## src/hdl/ubl_pkg.sv

```systemverilog
// ----------------------------------------------------------------------------
// ubl_pkg
// Shared types, field widths and codes for the uniform block layout engine.
// ----------------------------------------------------------------------------
package ubl_pkg;

   // defaults for the top level parameters
   localparam int unsigned MAX_ARRAY_LEN_DEF = 255;
   localparam int unsigned SIZE_BITS_DEF     = 16;

   // field widths
   localparam int unsigned TYPE_W = 3;
   localparam int unsigned LEN_W  = 8;
   localparam int unsigned SET_W  = 4;
   localparam int unsigned OFS_W  = 16;
   localparam int unsigned TEX_W  = 8;
   // widest size or alignment: mat4 times a full length array
   localparam int unsigned SZ_W   = LEN_W + 6;

   localparam logic [SET_W-1:0] PUSH_SET   = SET_W'(3);
   localparam int unsigned      PUSH_LIMIT = 128;
   localparam logic [TEX_W-1:0] TEX_MAX    = {TEX_W{1'b1}};

   typedef enum logic [TYPE_W-1:0] {
      BT_FLOAT      = 3'd0,
      BT_VEC2       = 3'd1,
      BT_VEC3       = 3'd2,
      BT_VEC4       = 3'd3,
      BT_MAT4       = 3'd4,
      BT_TEX2D      = 3'd5,
      BT_TEX_SHADOW = 3'd6
   } base_type_type;

   typedef struct packed {
      logic [TYPE_W-1:0] base_type;
      logic [LEN_W-1:0]  array_len;
      logic [SET_W-1:0]  set_index;
      logic              last;
   } req_payload_type;

   typedef struct packed {
      logic             is_resource;
      logic [OFS_W-1:0] uniform_offset;
      logic [OFS_W-1:0] total_size;
      logic [TEX_W-1:0] texture_total;
      logic             push_constant;
      logic             overflow;
      logic             block_end;
   } rsp_payload_type;

   // decoded footprint of one parameter
   typedef struct packed {
      logic            is_tex;
      logic [SZ_W-1:0] size;
      logic [SZ_W-1:0] align;
   } size_info_type;

endpackage

```

## src/hdl/ubl_if.sv

```systemverilog
// ----------------------------------------------------------------------------
// ubl_req_if / ubl_rsp_if
// Valid/ready channels carrying parameter items and layout result items.
// ----------------------------------------------------------------------------
interface ubl_req_if;
   import ubl_pkg::*;
   logic            valid;
   logic            ready;
   req_payload_type payload;
   modport source (output valid, output payload, input ready);
   modport sink   (input valid, input payload, output ready);
endinterface

interface ubl_rsp_if;
   import ubl_pkg::*;
   logic            valid;
   logic            ready;
   rsp_payload_type payload;
   modport source (output valid, output payload, input ready);
   modport sink   (input valid, input payload, output ready);
endinterface

```

## src/hdl/ubl_size.sv

```systemverilog
// ----------------------------------------------------------------------------
// ubl_size
// Type decoder: byte size and alignment of one parameter from its base type
// and array length.
// ----------------------------------------------------------------------------
module ubl_size #(
   parameter int unsigned MAX_ARRAY_LEN = ubl_pkg::MAX_ARRAY_LEN_DEF
) (
   input  logic [ubl_pkg::TYPE_W-1:0] base_type,
   input  logic [ubl_pkg::LEN_W-1:0]  array_len,
   output ubl_pkg::size_info_type     info
);
   import ubl_pkg::*;

   localparam int unsigned LenCap = (MAX_ARRAY_LEN > 255) ? 255 : MAX_ARRAY_LEN;

   logic [LEN_W-1:0] len_c;
   logic [SZ_W-1:0]  len_w;
   logic [SZ_W-1:0]  len_n;

   always_comb begin
      len_c = (array_len > LEN_W'(LenCap)) ? LEN_W'(LenCap) : array_len;
      len_w = SZ_W'(len_c);
      // a plain uniform counts as one element
      len_n = (len_c == '0) ? SZ_W'(1) : len_w;
   end

   always_comb begin
      info.is_tex = 1'b0;
      info.size   = '0;
      info.align  = SZ_W'(1);
      unique case (base_type) inside
         BT_FLOAT: begin
            info.size  = len_n << 2;
            info.align = SZ_W'(4);
         end
         BT_VEC2: begin
            info.size  = len_n << 3;
            info.align = SZ_W'(8);
         end
         BT_VEC3: begin
            if (len_c != '0) begin
               // 12 bytes per element, aligned to the whole array
               info.size  = (len_w << 3) + (len_w << 2);
               info.align = (len_w << 3) + (len_w << 2);
            end else begin
               info.size  = SZ_W'(16);
               info.align = SZ_W'(16);
            end
         end
         BT_VEC4: begin
            info.size  = len_n << 4;
            info.align = SZ_W'(16);
         end
         BT_MAT4: begin
            info.size  = len_n << 6;
            info.align = SZ_W'(16);
         end
         BT_TEX2D, BT_TEX_SHADOW: begin
            info.is_tex = 1'b1;
         end
         default: begin
            // unknown type: zero size, alignment one
            info.size  = '0;
            info.align = SZ_W'(1);
         end
      endcase
   end

endmodule

```

## src/hdl/ubl_rem.sv

```systemverilog
// ----------------------------------------------------------------------------
// ubl_rem
// Bit-serial restoring remainder unit: one dividend bit per cycle, MSB first.
// ----------------------------------------------------------------------------
module ubl_rem #(
   parameter int unsigned DIV_W = ubl_pkg::SIZE_BITS_DEF,
   parameter int unsigned VAL_W = ubl_pkg::SZ_W
) (
   input  logic             clock,
   input  logic             reset,
   input  logic             start,
   input  logic [DIV_W-1:0] dividend,
   input  logic [VAL_W-1:0] divisor,
   output logic             done,
   output logic [VAL_W-1:0] remainder
);
   localparam int unsigned CNT_W = (DIV_W > 1) ? $clog2(DIV_W) : 1;
   localparam logic [CNT_W-1:0] CntLast = CNT_W'(DIV_W - 1);

   logic [DIV_W-1:0] shift_ff, shift_in;
   logic [VAL_W-1:0] rem_ff, rem_in;
   logic [CNT_W-1:0] cnt_ff, cnt_in;
   logic             busy_ff, busy_in;
   logic             done_ff, done_in;
   logic [VAL_W:0]   trial;
   logic [VAL_W:0]   diff;

   always_comb begin
      // partial remainder stays below the divisor, so the trial fits
      trial    = {rem_ff, shift_ff[DIV_W-1]};
      diff     = trial - {1'b0, divisor};
      shift_in = shift_ff;
      rem_in   = rem_ff;
      cnt_in   = cnt_ff;
      busy_in  = busy_ff;
      done_in  = 1'b0;
      if (start) begin
         shift_in = dividend;
         rem_in   = '0;
         cnt_in   = '0;
         busy_in  = 1'b1;
      end else if (busy_ff) begin
         shift_in = shift_ff << 1;
         rem_in   = (trial >= {1'b0, divisor}) ? diff[VAL_W-1:0] : trial[VAL_W-1:0];
         cnt_in   = cnt_ff + CNT_W'(1);
         if (cnt_ff == CntLast) begin
            busy_in = 1'b0;
            done_in = 1'b1;
         end
      end
   end

   always_ff @(posedge clock) begin
      if (reset) begin
         busy_ff <= 1'b0;
         done_ff <= 1'b0;
         cnt_ff  <= '0;
      end else begin
         busy_ff <= busy_in;
         done_ff <= done_in;
         cnt_ff  <= cnt_in;
      end
   end

   always_ff @(posedge clock) begin
      shift_ff <= shift_in;
      rem_ff   <= rem_in;
   end

   assign done      = done_ff;
   assign remainder = rem_ff;

endmodule

```

## src/hdl/uniform_block_layout.sv

```systemverilog
// ----------------------------------------------------------------------------
// uniform_block_layout
// std140 style layout of a block of shader parameters, one item at a time.
//
//   channel  dir  handshake     payload
//   req_chan in   valid/ready   base_type, array_len, set_index, last
//   rsp_chan out  valid/ready   resource, offset, totals, push-constant, overflow, end
//
// A uniform item is accepted, then the bit-serial remainder unit steps
// through the SIZE_BITS bits of the running size for the remainder that
// rounds it up to the alignment; it is handed over and the item commits.
// A texture item skips the remainder. Synchronous reset clears the running
// size, texture count and overflow flag. A stalled result stays in the
// output register; one more item is taken meanwhile and waits to commit.
// ----------------------------------------------------------------------------
module uniform_block_layout #(
   parameter int unsigned MAX_ARRAY_LEN = ubl_pkg::MAX_ARRAY_LEN_DEF,
   parameter int unsigned SIZE_BITS     = ubl_pkg::SIZE_BITS_DEF
) (
   input  logic      clock,
   input  logic      reset,
   ubl_req_if.sink   req_chan,
   ubl_rsp_if.source rsp_chan
);
   import ubl_pkg::*;

   localparam int unsigned SUM_W = ((SIZE_BITS > SZ_W) ? SIZE_BITS : SZ_W) + 1;
   localparam logic [SUM_W-1:0] Limit = SUM_W'({SIZE_BITS{1'b1}});

   typedef enum logic [2:0] {
      ST_IDLE = 3'b001,
      ST_DIV  = 3'b010,
      ST_DONE = 3'b100
   } state_type;

   state_type        state_ff, state_in;
   req_payload_type  item_ff, item_in;
   logic [SIZE_BITS-1:0] run_ff, run_in;
   logic [TEX_W-1:0] tex_ff, tex_in;
   logic             ovf_ff, ovf_in;
   logic             rsp_valid_ff, rsp_valid_in;
   rsp_payload_type  rsp_data_ff, rsp_data_in;

   size_info_type    info;
   logic             div_done;
   logic [SZ_W-1:0]  rem;
   logic             accept;
   logic             commit;
   logic [SUM_W-1:0] off_raw;
   logic [SUM_W-1:0] off_sat;
   logic [SUM_W-1:0] end_raw;
   logic [SUM_W-1:0] run_new;
   logic [TEX_W-1:0] tex_new;
   logic             ovf_new;

   ubl_size #(
      .MAX_ARRAY_LEN (MAX_ARRAY_LEN)
   ) u_size (
      .base_type (item_ff.base_type),
      .array_len (item_ff.array_len),
      .info      (info)
   );

   ubl_rem #(
      .DIV_W (SIZE_BITS),
      .VAL_W (SZ_W)
   ) u_rem (
      .clock     (clock),
      .reset     (reset),
      .start     (accept),
      .dividend  (run_ff),
      .divisor   (info.align),
      .done      (div_done),
      .remainder (rem)
   );

   assign req_chan.ready = (state_ff == ST_IDLE);
   assign accept         = req_chan.valid && req_chan.ready;
   assign commit         = (state_ff == ST_DONE) && (!rsp_valid_ff || rsp_chan.ready);

   // round up, saturate, then add the size; a texture gets offset zero and bumps the texture count
   always_comb begin
      off_raw = SUM_W'(run_ff);
      if (rem != '0) begin
         off_raw = SUM_W'(run_ff) + SUM_W'(info.align) - SUM_W'(rem);
      end
      off_sat = (off_raw > Limit) ? Limit : off_raw;
      end_raw = off_sat + SUM_W'(info.size);
      ovf_new = ovf_ff;
      tex_new = tex_ff;
      if (info.is_tex) begin
         off_sat = '0;
         run_new = SUM_W'(run_ff);
         if (tex_ff != TEX_MAX) begin
            tex_new = tex_ff + TEX_W'(1);
         end
      end else begin
         run_new = (end_raw > Limit) ? Limit : end_raw;
         if (off_raw > Limit || end_raw > Limit) begin
            ovf_new = 1'b1;
         end
      end
   end

   always_comb begin
      state_in     = state_ff;
      item_in      = item_ff;
      run_in       = run_ff;
      tex_in       = tex_ff;
      ovf_in       = ovf_ff;
      rsp_valid_in = rsp_valid_ff;
      rsp_data_in  = rsp_data_ff;
      if (rsp_chan.ready) begin
         rsp_valid_in = 1'b0;
      end
      unique case (state_ff)
         ST_IDLE: begin
            if (accept) begin
               item_in  = req_chan.payload;
               state_in = ST_DIV;
            end
         end
         ST_DIV: begin
            if (info.is_tex || div_done) begin
               state_in = ST_DONE;
            end
         end
         ST_DONE: begin
            if (commit) begin
               rsp_valid_in               = 1'b1;
               rsp_data_in.is_resource    = info.is_tex;
               rsp_data_in.uniform_offset = OFS_W'(off_sat);
               rsp_data_in.total_size     = OFS_W'(run_new);
               rsp_data_in.texture_total  = tex_new;
               rsp_data_in.push_constant  = item_ff.last && (item_ff.set_index == PUSH_SET)
                                            && (run_new <= SUM_W'(PUSH_LIMIT));
               rsp_data_in.overflow       = ovf_new;
               rsp_data_in.block_end      = item_ff.last;
               if (item_ff.last) begin
                  run_in = '0;
                  tex_in = '0;
                  ovf_in = 1'b0;
               end else begin
                  run_in = SIZE_BITS'(run_new);
                  tex_in = tex_new;
                  ovf_in = ovf_new;
               end
               state_in = ST_IDLE;
            end
         end
         default: begin
            state_in = ST_IDLE;
         end
      endcase
   end

   always_ff @(posedge clock) begin
      if (reset) begin
         state_ff     <= ST_IDLE;
         run_ff       <= '0;
         tex_ff       <= '0;
         ovf_ff       <= 1'b0;
         rsp_valid_ff <= 1'b0;
      end else begin
         state_ff     <= state_in;
         run_ff       <= run_in;
         tex_ff       <= tex_in;
         ovf_ff       <= ovf_in;
         rsp_valid_ff <= rsp_valid_in;
      end
   end

   always_ff @(posedge clock) begin
      item_ff     <= item_in;
      rsp_data_ff <= rsp_data_in;
   end

   assign rsp_chan.valid   = rsp_valid_ff;
   assign rsp_chan.payload = rsp_data_ff;

endmodule
```

## src/flat_wrapper.sv

```systemverilog
// flat-port wrapper written by rule: the top's interface ports become plain ports
module uniform_block_layout_flat import ubl_pkg::*;
#(
   parameter int unsigned MAX_ARRAY_LEN = ubl_pkg::MAX_ARRAY_LEN_DEF,
   parameter int unsigned SIZE_BITS     = ubl_pkg::SIZE_BITS_DEF
)
  (clock, reset, req_chan_valid, req_chan_payload, req_chan_ready, rsp_chan_valid, rsp_chan_payload, rsp_chan_ready);
  ubl_req_if req_chan_i ();
  ubl_rsp_if rsp_chan_i ();
  input  logic clock;
  input  logic reset;
  input wire logic [$bits(req_chan_i.valid)-1:0] req_chan_valid;
  input wire logic [$bits(req_chan_i.payload)-1:0] req_chan_payload;
  output wire logic [$bits(req_chan_i.ready)-1:0] req_chan_ready;
  output wire logic [$bits(rsp_chan_i.valid)-1:0] rsp_chan_valid;
  output wire logic [$bits(rsp_chan_i.payload)-1:0] rsp_chan_payload;
  input wire logic [$bits(rsp_chan_i.ready)-1:0] rsp_chan_ready;
  assign req_chan_i.valid = req_chan_valid;
  assign req_chan_i.payload = req_chan_payload;
  assign req_chan_ready = req_chan_i.ready;
  assign rsp_chan_valid = rsp_chan_i.valid;
  assign rsp_chan_payload = rsp_chan_i.payload;
  assign rsp_chan_i.ready = rsp_chan_ready;
  uniform_block_layout #(.MAX_ARRAY_LEN(MAX_ARRAY_LEN), .SIZE_BITS(SIZE_BITS)) u_core (.clock(clock), .reset(reset), .req_chan(req_chan_i), .rsp_chan(rsp_chan_i));
endmodule
```

## config.mk

```make
export PLATFORM = sky130hd
export DESIGN_NAME = uniform_block_layout_flat
export DESIGN_NICKNAME = d
export VERILOG_FILES = /design/src/hdl/ubl_pkg.sv /design/src/hdl/ubl_if.sv /design/src/hdl/ubl_size.sv /design/src/hdl/ubl_rem.sv /design/src/hdl/uniform_block_layout.sv /design/src/flat_wrapper.sv
export SDC_FILE = /design/constraint.sdc
export NUM_CORES = 1
export LEC_CHECK = 0
export BUFFER_PORTS_ARGS = -buffer_cell sky130_fd_sc_hd__buf_2
export CELL_PAD_IN_SITES_DETAIL_PLACEMENT = 0
export CELL_PAD_IN_SITES_GLOBAL_PLACEMENT = 1
export CORE_ASPECT_RATIO = 2
export CORE_MARGIN = 10
export CORE_UTILIZATION = 43
export DETAILED_ROUTE_END_ITERATION = 16
export GPL_ROUTABILITY_DRIVEN = 0
export PLACE_DENSITY_LB_ADDON = 0.08
export SYNTH_ARGS = -nofsm -noshare
export SYNTH_HDL_FRONTEND = slang
export SYNTH_HIERARCHICAL = 1
export SYNTH_SLANG_ARGS = --single-unit
```

## constraint.sdc

```tcl
create_clock -name clock -period 6.87 [get_ports clock]
set_clock_uncertainty 0.05 [all_clocks]
set_input_delay 1.0305 -clock clock [delete_from_list [all_inputs] [get_ports clock]]
set_output_delay 1.0305 -clock clock [all_outputs]
set_load 0.02 [all_outputs]
```

# Yosys cells after proc, flatten, opt, wreduce, memory -nomap -nowiden
# Index checks and enable logic that the tools add are counted.
[totals]
out_inout_bits = 46
register_bits = 125
inputBits = 20
[op_classes]
eq_ne = 15
add_sub_neg = 7
reduce_logical = 19
n_lt_le_gt_ge = 5
bitwise_logic = 1
n_mux = 30
[op_table]
columns = ["cell", "count"]
rows = [
  ["28-bit case mux with 5 select lines", 1],
  ["17-bit two-way mux", 4],
  ["16-bit two-way mux", 3],
  ["8-bit two-way mux", 5],
  ["17-bit by 16-bit > comparator with 1-bit output, second input constant", 2],
  ["28-bit two-way mux", 1],
  ["16-bit by 14-bit adder with 17-bit output", 1],
  ["17-bit by 14-bit adder with 17-bit output", 1],
  ["17-bit by 8-bit less-or-equal comparator with 1-bit output, second input constant", 1],
  ["17-bit by 14-bit subtractor with 17-bit output", 1],
  ["15-bit by 14-bit greater-or-equal comparator with 1-bit output", 1],
  ["14-bit two-way mux", 1],
  ["14-bit nonzero test", 1],
  ["14-bit subtractor", 1],
  ["11-bit by 10-bit adder with 12-bit output", 1],
  ["3-bit equality test, second input constant", 4],
  ["1-bit two-way mux", 11],
  ["3-bit by 2-bit equality test with 1-bit output, second input constant", 3],
  ["3-bit two-way mux", 3],
  ["3-bit case mux with 3 select lines", 1],
  ["8-bit by 1-bit adder with 8-bit output, second input constant", 1],
  ["8-bit > comparator, second input constant", 1],
  ["8-bit zero test", 1],
  ["8-bit inequality test, second input constant", 1],
  ["17 further kinds", 26],
]

# Depth between registers and ports, before layout
# Gate-level depths: netlist of the first run.
[logic_depth]
word_depth = 16
depth_mapped = 32
ltp_nobuf = 29

# By module
# Netlist of the first run, hierarchy kept.
[by_module_without_submodules]
columns = ["module", "area_per_inst_um2", "cells_per_inst", "instances"]
rows = [
  ["uniform_block_layout", 5660.4, 597, 1],
  ["ubl_rem", 2294.7, 229, 1],
  ["ubl_size", 907.1, 131, 1],
]

# Worst setup path before layout of the first run
# OpenSTA, ideal clock, no wires.
[synth_timing]
path_kind = "flip-flop to flip-flop"
from = "reg u_core/item_ff[6] in the netlist's numbering"
to = "reg u_core.rsp_data_ff, in the netlist u_core/rsp_chan.payload[2], data pin"
stages_incl_launch_ff = 29
setup_time_ps = 269
n_path_buf = 1
period_less_slack_ps = 6695
arrival_ps = 6377
slack_ps = 175
cell_sequence = "edfxtp_1 > ha_1 > fa_1 > a211oi_1 > o21bai_1 > a2111o_1 > o21ai_0 > inv_1 > fa_1 > inv_1 > ha_1 > nand4_2 > a2111oi_4 > o21ai_2 > and4_4 > nor2_4 > buf_1 > nand3_1 > ha_1 > o21ai_1 > a21oi_1 > o211ai_1 > nand2_1 > o211ai_1 > o21ai_0 > nand3_2 > a22oi_1 > o31a_1 > nor4_2"
[synth_rtl]
columns = ["element", "line_no", "rtl"]
rows = [
  ["start, declared", "uniform_block_layout.sv:37", "req_payload_type item_ff, item_in;"],
  ["start signal, assigned", "uniform_block_layout.sv:174", "item_ff <= item_in;"],
  ["end signal, assigned", "uniform_block_layout.sv:175", "rsp_data_ff <= rsp_data_in;"],
  ["end, declared", "uniform_block_layout.sv:42", "rsp_payload_type rsp_data_ff, rsp_data_in;"],
]

==> summary.txt, run 1 <==
Placement
  • # port buffers: 65
  • Post-DP HPWL: 21700 microns
  • Placed Area: 0.00995 sq mm
  • Dpl cells: 1331

Cells and area
  • Layout area overhead: 21.0%
  • Diode count: 0
  • Share of cells above drive strength 1: 0.224
  • Post-route cell area: 0.0107 sq mm
  • Fin cells: 1366
  • Final net count: 1183
  • Fillcell total: 1963

Routing
  • ANT nets after route: 0
  • Final wirelength: 27300 microns
  • Vias: 7627
  • Routed vias/inst: 5.58
  • DR iter-0 viols: 405
  • DRC violations left: 0
  • WL/cell: 20.0 microns
  • Drt pass-1 iters: 5

Power and ir drop
  • Part of the power in registers: 0.211
  • VDD IR max: 0.000199 V
  • Pwr dens: 429 mW/mm^2
  • Clock power frac: 0.194
  • Leakage: 0.00445 uW
  • Internal power: 2680 uW
  • Total power: 4600 uW
  • Logic pwr share: 0.594
  • Switch Pwr: 1920 uW
  • Switching Fraction: 0.418

Clocking
  • Maximum buffer depth of the clock tree: 2
  • Clk root buf: clkbuf_16
  • TritonCTS clock tree: built
  • Worst-Skew Late Latency: 0.44 ns
  • CTS Hold Buffers Added: 0
  • # clock sinks: 125
  • CTS H-tree lvls: 4
  • Clk pin slew, worst setup/hold paths: 0.06 ns
  • CTS buffer count: 17

Global route
  • Gr usage total: 0.204
  • Total congestion overflow: 0
  • First-pass GRT wire length: 42200 microns
  • Largest net degree at the start of global routing: 49
  • Antenna violations before repair: 0
  • Vias in the first global route: 7694

Worst setup path
  • CP Buf/Inv Count: 5
  • Slowest cell on the critical path: or4_4
  • Crit-path max FO: 6
  • CP Capture Type: flip-flop
  • CP Class: flip-flop to flip-flop
  • CP dominant cell by count: inv_1
  • Cell family with most CP delay: compound AO/OA/AOI/OAI gates
  • Worst EP arrival: 6.72 ns
  • Crit path required time: 7.00 ns
  • Critical Path Max Stage Delay: 0.53 ns
  • CP Launch Type: flip-flop

Synth
  • Post-synth top area cell: edfxtp_1
  • Main synth FF type: edfxtp_1
  • Yosys Warn Count: 6
  • Synth top area cells: edfxtp_1 26%, dfxtp_1 11%, ha_1 8.3%
  • Synth cell types: 88
  • Commonest cells post-synth: 100 x inv_1, 97 x nor2_1, 76 x edfxtp_1
  • Yosys reg bits: 125
  • Post-Synthesis Cells: 957
  • EDFF count, synth: 76
  • Synthesized area: 0.00886 sq mm
  • Count leader, synth: inv_1
  • Asr flop ratio synth: 0
  • Mapped Avg Cell Area: 9.26 sq um
  • Sequential-to-total area share from yosys stat: 0.368
  • Area fraction of the dominant cell type after synthesis: 0.258

Die
  • Die span in y: 223 microns
  • Die area: 0.0271 sq mm
  • Ports: 66
  • Placeable Area: 0.0204 sq mm
  • Rows: 74
  • Die span in x: 122 microns
  • Starting density of the core: 0.435

STA
  • Final Max Slew Viols: 0
  • Worst hold margin: 0.441 ns
  • Slew headroom: 0.353
  • Final min period: 6.59 ns
  • Final hold violation count: 0
  • Post-route clock period utilization: 0.960
  • Max Clock Freq: 152 MHz
  • Final setup violating endpoints: 0
  • Slew at the pin closest to its max-slew limit: 0.968 ns

Flow run
  • Max-cap violations: 0

Outcome
  • Status: finished clean

Min path
  • Hold WC Path Type: flip-flop to flip-flop
## state kept, by name (all words and copies together) (netlist names)
register,flops
u_core/state_ff,3
u_core/u_rem/done,1
u_core/u_rem/cnt_ff,4
u_core/rsp_chan.payload,44
u_core/rsp_chan.valid,1
u_core/ovf_ff,1
u_core/run_ff,16
u_core/u_rem/busy_ff,1
u_core/u_rem/remainder,14
u_core/tex_ff,8
u_core/item_ff,16
u_core/u_rem/shift_ff,16
## metrics by stage
step	TNS, ns	utilization	worst slack [ns]
after floorplan	0	-	0.175
after global placement	0	0.489	0.0119
after detailed placement	-0.120	0.489	-0.0898
after CTS	0	0.518	0.0402
after global routing	-0.0774	0.526	-0.0290
final	0	0.526	0.276
## metal layers
layer | part of all wire | up-vias | track usage
li1 | - | 3706 | -
met1 | 0.35 | 3662 | 0.190
met2 | 0.57 | 190 | 0.395
met3 | 0.036 | 69 | 0.0387
met4 | 0.047 | 0 | 0.109
met5 | 0 | - | 0
## logic make-up after synthesis
| group | after synthesis | synth area share |
|---|---|---|
| flops | 125 | 0.368 |
| buf+inv | 141 | 0.0635 |
| fa+ha+maj | 76 | 0.122 |
| other cells | 1 | 0.000423 |
| mux | 29 | 0.0363 |
| xor+xnor | 43 | 0.0425 |
| compound gates | 258 | 0.208 |
| simple gates | 284 | 0.159 |
## area by class of cell
| type | count | area, sq um | share of cell area |
|---|---|---|---|
| clock buffer | 19 | 443 | 0.0413 |
| tap | 266 | 333 | 0.0310 |
| sequential | 125 | 3260 | 0.304 |
| timing repair buffer | 146 | 937 | 0.0874 |
| multi-input combinational | 695 | 5220 | 0.487 |
| inverter | 102 | 383 | 0.0357 |
| clock inverter | 13 | 140 | 0.0131 |
## worst register-to-register path, delay by kind of cell, from the launching register on
kind | cells | cell delay [ns]
AOI/OAI and AO/OA | 8 | 2.30
and+or+nand+nor | 11 | 1.95
adders and majority gates | 4 | 1.20
buffers and inverters | 5 | 0.50
DFF | 1 | 0.34
## power by group through the flow
stage	clock [uW]	combinational, uW	sequential (uW)
CTS	910	2640	972
floorplan	0	1680	963
global placement	0	2630	988
finish	895	2730	972
detailed placement	0	2620	988
global route	942	2980	979
## worst paths after layout
path                                       startpoint  slack [ns]  cells after the start                              endpoint
setup reg to reg          u_core/item_ff[6]$_DFFE_PP_        0.28                     28  u_core/rsp_chan.payload[2]$_DFFE_PP_
setup / recovery          u_core/item_ff[6]$_DFFE_PP_        0.28                     28  u_core/rsp_chan.payload[2]$_DFFE_PP_
hold reg to reg   u_core/u_rem/cnt_ff[3]$_SDFFE_PP0P_        0.44                      2          u_core/u_rem/done$_SDFF_PP0_
hold / removal    u_core/u_rem/cnt_ff[3]$_SDFFE_PP0P_        0.44                      2          u_core/u_rem/done$_SDFF_PP0_
## layout by cell type (no fill, tap or decap), drive strengths merged, types with 15 or more instances in the layout
cell type	count
a211oi	17
a22oi	25
a21oi	62
dfxtp	49
xnor2	27
nand2	63
nor3	20
buf	146
ha	59
fa	17
xor2	16
nor2	98
edfxtp	76
and2	15
a31oi	17
o211ai	15
mux2	15
clkbuf	19
inv	103
o21ai	39
a21o	18
## timing repair
| action | 4_1_cts | 5_1_grt |
|---|---|---|
| pin swaps | 2 | 15 |
| endpoints found under the setup margin | 5 | 33 |
| buffers inserted | 1 | 2 |
| gates resized for setup | 3 | 28 |
Note: power is estimated with default switching activity, not from simulation.
==> run 2: changes to the inputs <==
CORE_ASPECT_RATIO = 1.5   (was 2)
MAX_ROUTING_LAYER = met4   (was default)
==> summary.txt, run 2 (synthesis results as in run 1) <==
Global route
  • GRT busiest layer: met2
  • Routing usage on met1: 0.214 (+0.0235)
  • Antenna violations before repair: 0 (unchanged)
  • GRT met2 Usage: 0.355 (-0.0402)
  • GR Util met3: 0.0330 (-0.00571)
  • Gr usage total: 0.200 (-0.00381)
  • Vias in the first global route: 7602 (-1.2%)
  • Total congestion overflow: 0 (unchanged)
  • First-pass GRT wire length: 40600 microns (-3.8%)
  • Largest net degree at the start of global routing: 49 (unchanged)

STA
  • Setup ws final: 0.240 ns (-0.0365 ns)
  • Final Max Slew Viols: 0 (unchanged)
  • Slew headroom: 0.309 (-0.0444)
  • Final min period: 6.63 ns (+0.0365 ns)
  • Final setup violating endpoints: 0 (unchanged)
  • Final hold violation count: 0 (unchanged)
  • Max Clock Freq: 151 MHz (-0.55%)
  • Slew at the pin closest to its max-slew limit: 1.04 ns (+0.0667 ns)
  • Post-route clock period utilization: 0.965 (+0.00531)

Worst setup path
  • Critical Path Max Stage Delay: 0.50 ns (-0.03 ns)
  • Cell family with most CP delay: compound AO/OA/AOI/OAI gates
  • CP Depth: 27 (-3.6%)
  • FF-to-FF path depth: 27 (-3.6%)
  • Flop2flop setup slack: 0.24 ns (-0.04 ns)
  • Crit path to: u_core/rsp_chan.payload[2]$_DFFE_PP_
  • Crit path required time: 7.08 ns (+0.08 ns)
  • Worst EP arrival: 6.84 ns (+0.12 ns)
  • Slowest cell on the critical path: fa_1
  • CP Launch Type: flip-flop
  • CP Class: flip-flop to flip-flop
  • CP Buf/Inv Count: 4 (-1)
  • Worst setup startpoint: u_core/item_ff[5]$_DFFE_PP_
  • CP Capture Type: flip-flop
  • Reg-to-Reg End: u_core/rsp_chan.payload[2]$_DFFE_PP_
  • Crit-path max FO: 4 (-2)
  • Reg2reg start: u_core/item_ff[5]$_DFFE_PP_

Routing
  • WL/cell: 19.2 microns (-3.9%)
  • ANT nets after route: 0 (unchanged)
  • Drt pass-1 iters: 5 (unchanged)
  • DR iter-0 viols: 413 (+2.0%)
  • DRC violations left: 0 (unchanged)
  • Final wirelength: 25600 microns (-6.3%)
  • Routed vias/inst: 5.53 (-1.0%)
  • Vias: 7368 (-3.4%)

Cells and area
  • Fillcell total: 1928 (-1.8%)
  • Layout area overhead: 18.7%
  • Final net count: 1152 (-2.6%)
  • Commonest cells after routing, fill and taps aside: 99 x inv_1, 97 x nor2_1, 76 x edfxtp_1
  • Share of cells above drive strength 1: 0.198 (-0.0253)
  • Area used by multi-input combinational logic: 0.00520 sq mm (-0.36%)
  • Max FFs per register: 44 (unchanged)
  • Fin cells: 1333 (-2.4%)
  • Diode count: 0 (unchanged)
  • Reg area: 0.00326 sq mm (unchanged)
  • Most common library cell in the layout ignoring fill and taps: inv_1

Clocking
  • Clk pin slew, worst setup/hold paths: 0.06 ns (about the same)
  • CTS Hold Buffers Added: 0 (unchanged)
  • # clock sinks: 125 (unchanged)
  • Worst-Skew Late Latency: 0.43 ns (about the same)
  • CTS H-tree lvls: 4 (unchanged)
  • Clk root buf: clkbuf_16
  • Maximum buffer depth of the clock tree: 2 (unchanged)
  • TritonCTS clock tree: built
  • CTS buffer count: 17 (unchanged)

Die
  • Die span in y: 196 microns (-12%)
  • Die span in x: 137 microns (+13%)
  • Starting density of the core: 0.436 (+0.000642)
  • Die area: 0.0269 sq mm (-0.85%)
  • Ports: 66 (unchanged)
  • Rows: 64 (-14%)
  • Placeable Area: 0.0203 sq mm (-0.15%)

Placement
  • # port buffers: 65 (unchanged)
  • Pre-CTS setup slack: -0.0486 ns (+0.0412 ns)
  • Post-DP HPWL: 20000 microns (-7.6%)
  • Dpl cells: 1295 (-2.7%)

Outcome
  • Status: finished clean

Min path
  • Hold WC Path Type: flip-flop to flip-flop

Power and ir drop
  • Leakage: 0.00432 uW (-2.9%)
  • Pwr dens: 417 mW/mm^2 (-2.8%)
  • VDD IR max: 0.000236 V (+19%)
  • Total power: 4390 uW (-4.6%)

Flow run
  • Max-cap violations: 0 (unchanged)
-- run 2: cell types whose count changed in the layout (fill, tap and decap cells not counted), moves of 2 or more --
cell       before  now
inv_6           3    0
buf_4          80   50
bufinv_16       2    4
ha_1           54   52
ha_2            1    3
-- run 2: worst min path at each step --
| stage | from | to | cells after the start |
|---|---|---|---|
| after floorplan | u_core/state_ff[0]$_SDFFE_PP1P_ | u_core/state_ff[2]$_SDFFE_PP0P_ | 1 |
| after global placement | u_core/run_ff[12]$_SDFFE_PP0P_ | u_core/run_ff[12]$_SDFFE_PP0P_ | 2 |
| after detailed placement | u_core/u_rem/cnt_ff[3]$_SDFFE_PP0P_ | u_core/u_rem/done$_SDFF_PP0_ | 2 |
| after CTS | u_core/u_rem/cnt_ff[3]$_SDFFE_PP0P_ | u_core/u_rem/done$_SDFF_PP0_ | 2 |
| after global routing | u_core/u_rem/cnt_ff[3]$_SDFFE_PP0P_ | u_core/u_rem/done$_SDFF_PP0_ | 2 |
| final | u_core/u_rem/cnt_ff[3]$_SDFFE_PP0P_ | u_core/u_rem/done$_SDFF_PP0_ | 2 |
-- run 2: repair_timing --
| action | CTS | global route |
|---|---|---|
| resized for setup | 4 | 21 |
| pin swaps | 3 | 9 |
| buffers inserted | 0 | 6 |
| endpoints found under the setup margin | 3 | 32 |
-- run 2: area by class of cell --
| cell class | instances | share of cell area |
|---|---|---|
| tap | 264 | 0.0314 |
| sequential | 125 | 0.310 |
| clock inverter | 13 | 0.0180 |
| timing repair buffer | 115 | 0.0666 |
| multi-input combinational | 695 | 0.494 |
| inverter | 102 | 0.0364 |
| clock buffer | 19 | 0.0430 |
-- run 2: where the power goes --
group	internal [uW]	total (uW)	leakage (uW)	switching (uW)
sequential	907	978	0.00112	70.7
combinational	1050	2430	0.00289	1380
clock	628	978	0.000305	350
total	2590	4390	0.00432	1800
-- run 2: worst min-delay path, cell delays in order (launching register included) --
cell	delay, ns
dfxtp_1	0.32
nand3_1	0.09
nor3_1	0.05
-- run 2: layer usage --
| layer | up-vias | part of all wire |
|---|---|---|
| met3 | 40 | 0.036 |
| met4 | 0 | 0.031 |
| met2 | 145 | 0.54 |
| met5 | - | 0 |
| li1 | 3654 | - |
| met1 | 3529 | 0.39 |
-- run 2: stage by stage --
| stage | hold WS, ns | TNS, ns | util | instance area [sq um] |
|---|---|---|---|---|
| final | 0.450 | 0 | 0.517 | 10500 |
| after global routing | 0.459 | -0.222 | 0.517 | 10500 |
| after CTS | 0.449 | 0 | 0.509 | 10300 |
| after detailed placement | 0.442 | -0.0493 | 0.477 | 9700 |
| after global placement | 0.439 | 0 | 0.477 | 9700 |
| after floorplan | 0.401 | 0 | - | 8880 |
